$ cat src/rtl/core/pcrc_pkg.sv
// Shared types and constants for the pointer candidate range check.
// Used by pcrc_ctrl, pcrc_dpath and pointer_candidate_range_check.
`timescale 1ns / 1ps

package pcrc_pkg;

  // Request kinds
  localparam logic [1:0] KIND_CLEAR    = 2'd0;
  localparam logic [1:0] KIND_ADD      = 2'd1;
  localparam logic [1:0] KIND_CLASSIFY = 2'd2;

  // Canonical user/kernel address form: top 16 bits all zero or all one
  localparam logic [63:0] HIGH_MASK = 64'hffff_0000_0000_0000;

  typedef struct packed {
    logic [1:0]  kind;
    logic [63:0] region_start;
    logic [63:0] region_end;
    logic [63:0] query_value;
  } in_item_t;

  typedef struct packed {
    logic is_pointer;
    logic table_full;
  } out_item_t;

  // Table read address source
  typedef enum logic [1:0] {
    RD_POS_M1 = 2'd0,
    RD_MID    = 2'd1,
    RD_LO_M1  = 2'd2
  } rd_src_t;

  // Controller to datapath commands
  typedef struct packed {
    logic    load_in;   // capture request, init pointers and result
    logic    clear;     // empty the table
    logic    set_full;  // flag a rejected add
    logic    rd_en;     // read table entry
    rd_src_t rd_src;
    logic    shift;     // move read entry up one slot, pos--
    logic    put;       // write new region at pos, count++
    logic    step;      // binary search update of lo/hi
    logic    set_ptr;   // final range check against end
    logic    load_out;  // move result into output register
  } cmd_t;

  // Datapath to controller status
  typedef struct packed {
    logic [1:0] kind;
    logic       full;
    logic       pre_ok;
    logic       pos_zero;
    logic       lo_lt_hi;
    logic       lo_zero;
    logic       rd_gt;
    logic       out_busy;
  } status_t;

endpackage

$ cat src/rtl/core/pcrc_ctrl.sv
// Controller state machine: sequences clear, sorted insert and binary
// search over the region table. Depends on pcrc_pkg.
`timescale 1ns / 1ps

module pcrc_ctrl
  import pcrc_pkg::*;
(
  input  logic    clk,
  input  logic    rst,
  input  logic    in_valid,
  output logic    in_ready,
  input  status_t status,
  output cmd_t    cmd
);

  typedef enum logic [8:0] {
    S_IDLE     = 9'b000000001,
    S_DISPATCH = 9'b000000010,
    S_ADD_RD   = 9'b000000100,
    S_ADD_CMP  = 9'b000001000,
    S_ADD_PUT  = 9'b000010000,
    S_SRCH_RD  = 9'b000100000,
    S_SRCH_CMP = 9'b001000000,
    S_CHK      = 9'b010000000,
    S_DONE     = 9'b100000000
  } state_t;

  state_t state;
  state_t state_next;

  always_ff @(posedge clk) begin
    if (rst) begin
      state <= S_IDLE;
    end else begin
      state <= state_next;
    end
  end

  assign in_ready = (state == S_IDLE);

  // Next state and commands
  always_comb begin
    state_next = state;
    cmd        = '0;
    cmd.rd_src = RD_MID;
    case (state)
      S_IDLE: begin
        if (in_valid) begin
          cmd.load_in = 1'b1;
          state_next  = S_DISPATCH;
        end
      end
      S_DISPATCH: begin
        case (status.kind)
          KIND_CLEAR: begin
            cmd.clear  = 1'b1;
            state_next = S_DONE;
          end
          KIND_ADD: begin
            if (status.full) begin
              cmd.set_full = 1'b1;
              state_next   = S_DONE;
            end else begin
              state_next = S_ADD_RD;
            end
          end
          KIND_CLASSIFY: begin
            state_next = status.pre_ok ? S_SRCH_RD : S_DONE;
          end
          default: state_next = S_DONE;
        endcase
      end
      // Walk down from the top, moving larger starts up one slot
      S_ADD_RD: begin
        if (status.pos_zero) begin
          state_next = S_ADD_PUT;
        end else begin
          cmd.rd_en  = 1'b1;
          cmd.rd_src = RD_POS_M1;
          state_next = S_ADD_CMP;
        end
      end
      S_ADD_CMP: begin
        if (status.rd_gt) begin
          cmd.shift  = 1'b1;
          state_next = S_ADD_RD;
        end else begin
          state_next = S_ADD_PUT;
        end
      end
      S_ADD_PUT: begin
        cmd.put    = 1'b1;
        state_next = S_DONE;
      end
      // Upper bound search: lo ends at count of starts <= value
      S_SRCH_RD: begin
        if (status.lo_lt_hi) begin
          cmd.rd_en  = 1'b1;
          cmd.rd_src = RD_MID;
          state_next = S_SRCH_CMP;
        end else if (status.lo_zero) begin
          state_next = S_DONE;
        end else begin
          cmd.rd_en  = 1'b1;
          cmd.rd_src = RD_LO_M1;
          state_next = S_CHK;
        end
      end
      S_SRCH_CMP: begin
        cmd.step   = 1'b1;
        state_next = S_SRCH_RD;
      end
      S_CHK: begin
        cmd.set_ptr = 1'b1;
        state_next  = S_DONE;
      end
      S_DONE: begin
        if (!status.out_busy) begin
          cmd.load_out = 1'b1;
          state_next   = S_IDLE;
        end
      end
      default: state_next = S_IDLE;
    endcase
  end

endmodule

$ cat config.mk
export PLATFORM = sky130hd
export DESIGN_NAME = pcrc_ctrl
export DESIGN_NICKNAME = d
export VERILOG_FILES = /design/src/rtl/core/pcrc_pkg.sv /design/src/rtl/core/pcrc_ctrl.sv
export SDC_FILE = /design/constraint.sdc
export NUM_CORES = 1
export LEC_CHECK = 0
export ABC_AREA = 1
export BUFFER_PORTS_ARGS = -buffer_cell sky130_fd_sc_hd__buf_2
export CAP_MARGIN = 30
export CORE_UTILIZATION = 52
export CTS_CLUSTER_SIZE = 25
export DETAILED_ROUTE_END_ITERATION = 8
export PLACE_DENSITY = 0.79
export SLEW_MARGIN = 20
export SYNTH_ARGS = -nofsm -noshare
export SYNTH_HDL_FRONTEND = slang
export SYNTH_SLANG_ARGS = --single-unit
$ cat constraint.sdc
create_clock -name clk -period 1.9 [get_ports clk]
set_input_delay 0.285 -clock clk [delete_from_list [all_inputs] [get_ports clk]]
set_output_delay 0.285 -clock clk [all_outputs]
set_load 0.005 [all_outputs]
Word level (Yosys, flattened, before mapping):

Cells that the tools add are included.

* register bits: 9
* input port bits: 12
* output and inout bits: 12
* word-level logic and storage cells: 44

* eq/ne operators: 13
* multiplexer cells: 27
* reductions and logical operators: 3

Operators by type and width (number)
* one-hot mux 9 bit (8 select lines): 1
* 2-to-1 mux 9 bit: 6
* one-hot mux 9 bit (2 select lines): 1
* 2-to-1 mux 1 bit: 12
* 2-to-1 mux 5 bit: 2
* == test 9 x 1 -> 1 bit, second input constant: 1
* == test 9 x 2 -> 1 bit, second input constant: 1
* == test 9 x 3 -> 1 bit, second input constant: 1
* == test 9 x 4 -> 1 bit, second input constant: 1
* == test 9 x 5 -> 1 bit, second input constant: 1
* == test 9 x 6 -> 1 bit, second input constant: 1
* == test 9 x 7 -> 1 bit, second input constant: 1
* == test 9 x 8 -> 1 bit, second input constant: 1
* == test 9 bit, second input constant: 1
* 2-to-1 mux 3 bit: 3
* one-hot mux 3 bit (2 select lines): 1
* inequality test 2 bit, second input constant: 2
* == test 2 x 1 -> 1 bit, second input constant: 1
* == test 2 bit, second input constant: 1
* zero test 2 bit: 1
* 2-to-1 mux 2 bit: 1
* AND reduction 2 bit: 1
* OR reduction 2 bit: 1

Depth between registers and ports, before layout:

Gate-level depths: netlist of run 1.

* word-level depth: 3
* mapped depth: 9
* mapped depth without buffers: 9

Worst setup path after synthesis of run 1:

No wires, ideal clock.

* path type: register to output
* start point: reg state[5]
* end point: out cmd[7] (netlist bit)
* arrival time: 0.973 ns
* path slack: 0.642 ns
* cell stages (with the launch flop): 7
* buffers on the path: 0
* path through: dfxtp_1 > nor2_2 > nand2_4 > inv_2 > nand3_2 > or2_1 > o21ai_0

RTL lines
* start, declared: line pcrc_ctrl.sv:28 `state_t state;`
* start signal, assigned: line pcrc_ctrl.sv:35 `state <= state_next;`
* end, declared: line pcrc_ctrl.sv:13 `output cmd_t cmd`

==> results of run 1 <==
[worst max-delay path: cells and delay by family (launching register included)]
family	cells	cell delay, ns
AND/OR/NAND/NOR	4	0.60
flip-flops	1	0.33
buffers and inverters	2	0.19
AO/OA/AOI/OAI	1	0.08
[through the flow]
step	power, uW	cell area (sq um)	instances
4_1_cts	451.2	902.1	162
3_5_place_dp	305.3	875.8	158
3_3_place_gp	302.4	875.8	158
2_1_floorplan	271.8	745.7	121
5_1_grt	483.5	902.1	162
6_report	445.8	902.1	162
[power groups by stage]
stage               logic, uW  clock network [uW]  registers, uW
floorplan                69.8                   0            202
global placement          100                   0            202
detailed placement        103                   0            203
CTS                       104                 149            198
global route              118                 167            199
finish                    103                 144            198
[final cells by class]
cell class                      instances  share of cell area (%)
Clock buffer                            4                   2.913
Inverter                               24                   9.986
Multi-Input combinational cell         87                   52.29
Sequential cell                         9                   19.97
Tap cell                               15                   2.080
Timing Repair Buffer                   23                   12.76
[worst paths after layout]
kind / start / endpoint / slack, ns / cells after the start
worst max-delay path: state[1] / cmd[7] / 0.15 / 7
worst min-delay path: status[2] / state[7] / 0.23 / 2
worst max register to register: state[3] / state[0] / 0.63 / 8
worst min register to register: state[0] / state[1] / 0.62 / 4
[cells by family (layout without fill, tap and decap cells)]
family / Yosys count / in the layout / synth area share, %
DFF: 9 / 9 / 24.16
AOI/OAI and AO/OA: 6 / 6 / 4.530
and+or+nand+nor: 78 / 78 / 53.69
buffers and inverters: 25 / 51 / 12.58
adders and majority gates: 3 / 3 / 5.034
[cell usage after synthesis (all sizes together)]
master  number  area, sq um
nor2        29        136.4
nand2       25        108.9
inv         24        90.09
nand3       14        80.08
dfxtp        9        180.2
a21oi        4        23.77
nor3         4        30.03
ha           3        37.54
nand4        2        18.77
o21ai        2        10.01
or2          2        12.51
buf          1        3.750
nand3b       1        7.510
nor4         1        6.260
[per-layer routing]
layer | global-route usage, % | wire [um]
met5 | 0 | 0
met4 | 10.34 | 27
met3 | 5.114 | 84
met1 | 28.81 | 784
met2 | 38.71 | 699
==> impl_metrics.yaml, run 1 <==
clocking:
  cts.repair_timing.setup_buffer_count: 0
  clk_pin_slew_ns: 0.06
  cts_tree: "yes"
  clockBufferDepth: 2
  cts_buffers: 3
  cts-root-buf: "clkbuf_4"
  cts_max_level: 1
  clk_latency_ns: 0.26
  cts_sinks: 9
  hold_buffers: 0
  ctsResizeCount: 0
sta:
  hold_violations: 0
  fin_setup_tns_ns: 0
  setup_ws_ns: 0.1529
  clock.fmax_mhz: 572.4
  hold_slack_ns: 0.2318
  tightest_slew_ns: 0.1979
  finalCriticalPeriod_ns: 1.747
  drv_slew: 0
  relSlewSlack_pct: 86.74
  rsz0062_at_grt: "false"
  report.final.setup_viol: 0
  min_period_over_period_pct: 91.95
  skew_ns: 0.0005296
logic_synthesis:
  avgSynthCellArea_sq_um: 6.163
  syn_inst: 121
  yosysUniqueCellTypes: 23
  synth-seq-area-share_pct: 24.16
  ys_ff_latch: 9
  yosysWarningCount: 0
  synth_fp_nets: 136
  synth.cell_area_sq_um: 745.7
setup_path:
  required_ns: 1.62
  worstSetupEndpointType: "output port"
  cp.arrival_ns: 1.46
  crit_path_max_fanout: 4
  start_kind: "register"
  worstSetupPathType: "reg -> out"
  slowest_stage: "dfxtp_1"
  max_stage_delay_ns: 0.33
  path_cells: "inv_2 > nand2_1 > nor2_1 > nand3_2 > or2_1 > o21ai_0 > buf_2"
power_and_ir_drop:
  clockPowerShare_pct: 32.4
  p_leak_uw: 0.0005115
  p_int_uw: 313.9
  switching_share_pct: 29.59
  combinationalPowerShare_pct: 23.1
  p_per_area_nw_per_um2: 494.1
  peakVddDrop_v: 0.0003411
  power_switching_uw: 131.9
  seq_power_share_pct: 44.5
route:
  viasPerCell: 4.858
  ant_nets: 0
  drt_iter0_markers: 15
  drcViolationCount: 0
  vias: 787
  drt_pass1_iterations: 4
  avgRoutedWirePerCell_um: 9.852
  drt_wl_total_mm: 1.596
placed_design:
  dp_hpwl_mm: 1.342
  place_congestion: 0.8333
  pre_cts_slack_ns: 0.4326
  numPortBuffers: 23
floorplan:
  dieArea_sq_um: 1590
  core_sq_um: 1318
  start_util_pct: 56.60
  io_pins: 24
  rows: 13
  fp.dieH_um: 39.87
  dieWidth_um: 39.87
final_layout:
  final_net_count: 163
  largest_register: "state"
  final_cell_mix: "nor2_1, buf_2, nand2_1"
  final_layout_size_suffix_gt1_share_pct: 32.65
  post-route-util_pct: 68.47
  diodes: 0
  multi_input_area_sq_um: 471.7
  fill_cells: 127
  final_common_cell: "nor2_1"
  syn_to_final_growth_pct: 20.97
  largest_reg_flops: 9
  top_regs: "state x9"
  regArea_sq_um: 180.2
worst_hold_path:
  hold_class: "in -> reg"
grt:
  grt_max_degree: 10
  gr-total-overflow: 0
  grtUsageTotal_pct: 23.63
  antenna_found_initial: 0
  grt_pass1_vias: 626
  grt_pass1_wl_mm: 2.463
outcome:
  outcome: "complete, no violations"
flow_run:
  max_cap_violations: 0
Note: power is estimated with default switching activity, not from simulation.
==> run 2, diff against run 1 <==
--- a/config.mk
+++ b/config.mk
@@ -8,10 +8,10 @@
 export ABC_AREA = 1
 export BUFFER_PORTS_ARGS = -buffer_cell sky130_fd_sc_hd__buf_2
 export CAP_MARGIN = 30
-export CORE_UTILIZATION = 52
+export CORE_UTILIZATION = 44
 export CTS_CLUSTER_SIZE = 25
 export DETAILED_ROUTE_END_ITERATION = 8
-export PLACE_DENSITY = 0.79
+export PLACE_DENSITY = 0.71
 export SLEW_MARGIN = 20
 export SYNTH_ARGS = -nofsm -noshare
 export SYNTH_HDL_FRONTEND = slang
==> constraint.sdc (replaced) <==
create_clock -name clk -period 1.55 [get_ports clk]
set_input_delay 0.2325 -clock clk [delete_from_list [all_inputs] [get_ports clk]]
set_output_delay 0.2325 -clock clk [all_outputs]
set_load 0.005 [all_outputs]
==> run 2 against run 1 <==
  * The run now ends with negative setup slack left
  * Routed wire length grew 21%
  * Core utilization grew 1.7 points
  * Power grew 33%
  * Critical path depth grew 1
  * Final cell count grew 8.6%
  * Critical endpoint is now cmd[5]
  * Largest power group unchanged
==> impl_metrics.yaml, run 2 (synthesized netlist as in run 1, its figures left out) <==
sta:
  rsz0062_at_grt: "true"
  relSlewSlack_pct: 85.43
  finalCriticalPeriod_ns: 1.648
  setup_ws_ns: -0.09752
  report.final.setup_viol: 7
  clock.fmax_mhz: 607.0
  tightest_slew_ns: 0.2173
  drv_slew: 0
  hold_violations: 0
  min_period_over_period_pct: 106.3
  skew_ns: 0.006659
final_layout:
  largest_reg_flops: 9
  final_net_count: 176
  syn_to_final_growth_pct: 44.97
  final_cell_mix: "buf_2, nor2_1, nand2_1"
  final_layout_size_suffix_gt1_share_pct: 50.00
  largest_register: "state"
  final_common_cell: "buf_2"
  diodes: 0
  top_regs: "state x9"
  finalInstanceArea_sq_um: 1081
clocking:
  cts_sinks: 9
  clockBufferDepth: 2
  cts_max_level: 1
  cts-root-buf: "clkbuf_4"
  clk_pin_slew_ns: 0.06
  cts_buffers: 3
  cts_tree: "yes"
  hold_buffers: 0
  clk_latency_ns: 0.26
grt:
  gr-total-overflow: 0
  grt_max_degree: 10
  antenna_found_initial: 0
  grt_pass1_wl_mm: 3.160
  grt_pass1_vias: 784
  grtUsageTotal_pct: 22.36
route:
  drt_iter0_markers: 33
  drcViolationCount: 0
  ant_nets: 0
  drt_pass1_iterations: 6
  drt_wl_total_mm: 1.927
  vias: 884
  viasPerCell: 5.023
  avgRoutedWirePerCell_um: 10.95
floorplan:
  core_sq_um: 1541
  dieWidth_um: 43.17
  io_pins: 24
  fp.dieH_um: 43.17
  rows: 14
  start_util_pct: 48.38
  dieArea_sq_um: 1864
placed_design:
  pre_cts_slack_ns: 0.1302
  dp_hpwl_mm: 1.387
  numPortBuffers: 23
  place_congestion: 0.9160
  placed_area_sq_um: 877.1
setup_path:
  worst_r2r_startpoint: "state[6]"
  required_ns: 1.32
  worstSetupEndpointType: "output port"
  start_kind: "register"
  worstSetupPathType: "reg -> out"
  cp.arrival_ns: 1.42
  r2r_setup_slack_ns: 0.04
  crit_path_max_fanout: 4
  reg2reg_to: "state[0]"
  r2r_cells: 11
power_and_ir_drop:
  p_per_area_nw_per_um2: 547.8
  peakVddDrop_v: 0.0003701
  p_leak_uw: 0.0005860
outcome:
  outcome: "complete, but fails checks"
  violations: "negative setup slack"
worst_hold_path:
  hold_depth: 2
  hp-start: "status[2]"
  hold_class: "in -> reg"
  min_to: "state[7]"
flow_run:
  max_cap_violations: 0
## run 2: cell count changes in the layout (fill, tap and decap cells not counted), moves of 4 or more
cell | before | now
dfxtp_2 | 0 | 7
dfxtp_1 | 9 | 1
nor2_4 | 3 | 7
buf_4 | 0 | 12
nand2_1 | 21 | 17
nor2_1 | 24 | 18
## run 2: how the worst max path moves through the flow
stage                        start  endpoint  slack (ns)  depth (start not counted)
final                     state[1]    cmd[5]        -0.1                          8
after global routing      state[1]    cmd[5]       -0.15                          8
after CTS                 state[5]    cmd[7]       -0.06                          7
after detailed placement  state[1]    cmd[7]        0.13                          7
after global placement    state[5]    cmd[7]        0.15                          7
after floorplan           state[5]    cmd[7]        0.34                          6
## run 2: worst max-delay path, stage by stage, from the launching register on
cell	delay, ns
dfxtp_2	0.34
inv_2	0.07
nand2_4	0.09
buf_12	0.14
nor2_4	0.10
nand2_2	0.08
nand2_1	0.11
nand3_1	0.09
buf_2	0.13
## run 2: cell type report
| cell class | count | area [sq um] |
|---|---|---|
| clock buffer | 4 | 26.28 |
| tap | 16 | 20.02 |
| inverter | 24 | 90.09 |
| timing repair buffer | 36 | 225.2 |
| fill | 130 | 460.4 |
| sequential | 9 | 192.7 |
| multi-input combinational | 87 | 526.8 |
## run 2: report_power, final
part / switching [uW] / internal (uW)
Clock: 81.5 / 99.2
Sequential: 6.62 / 237
Combinational: 95.4 / 72.3
Total: 184 / 409
## run 2: stage by stage
step           setup TNS [ns]  std cells  utilization [%]  hold slack, ns  power (uW)
2_1_floorplan               0        121                -          0.3106       333.1
3_3_place_gp                0        159            56.90          0.4643       371.7
3_5_place_dp                0        159            56.90          0.4552       375.2
4_1_cts               -0.1903        173            66.48          0.1741       574.6
5_1_grt               -0.8923        176            70.13          0.1754       626.6
6_report              -0.3143        176            70.13          0.1787       592.2
## run 2: routing by layer
layer  wire length (um)  vias up  track usage [%]
met5                  0        -                0
met4                 21        0            7.273
met3                146        4            5.532
met2                931       50            36.12
met1                828      376            28.79
li1                   -      454                -
## run 2: what timing repair did
| item | CTS | global route |
|---|---|---|
| pin swaps | 8 | 8 |
| gates resized for setup | 19 | 8 |
| buffers inserted | 10 | 3 |
| setup endpoints to repair | 6 | 10 |
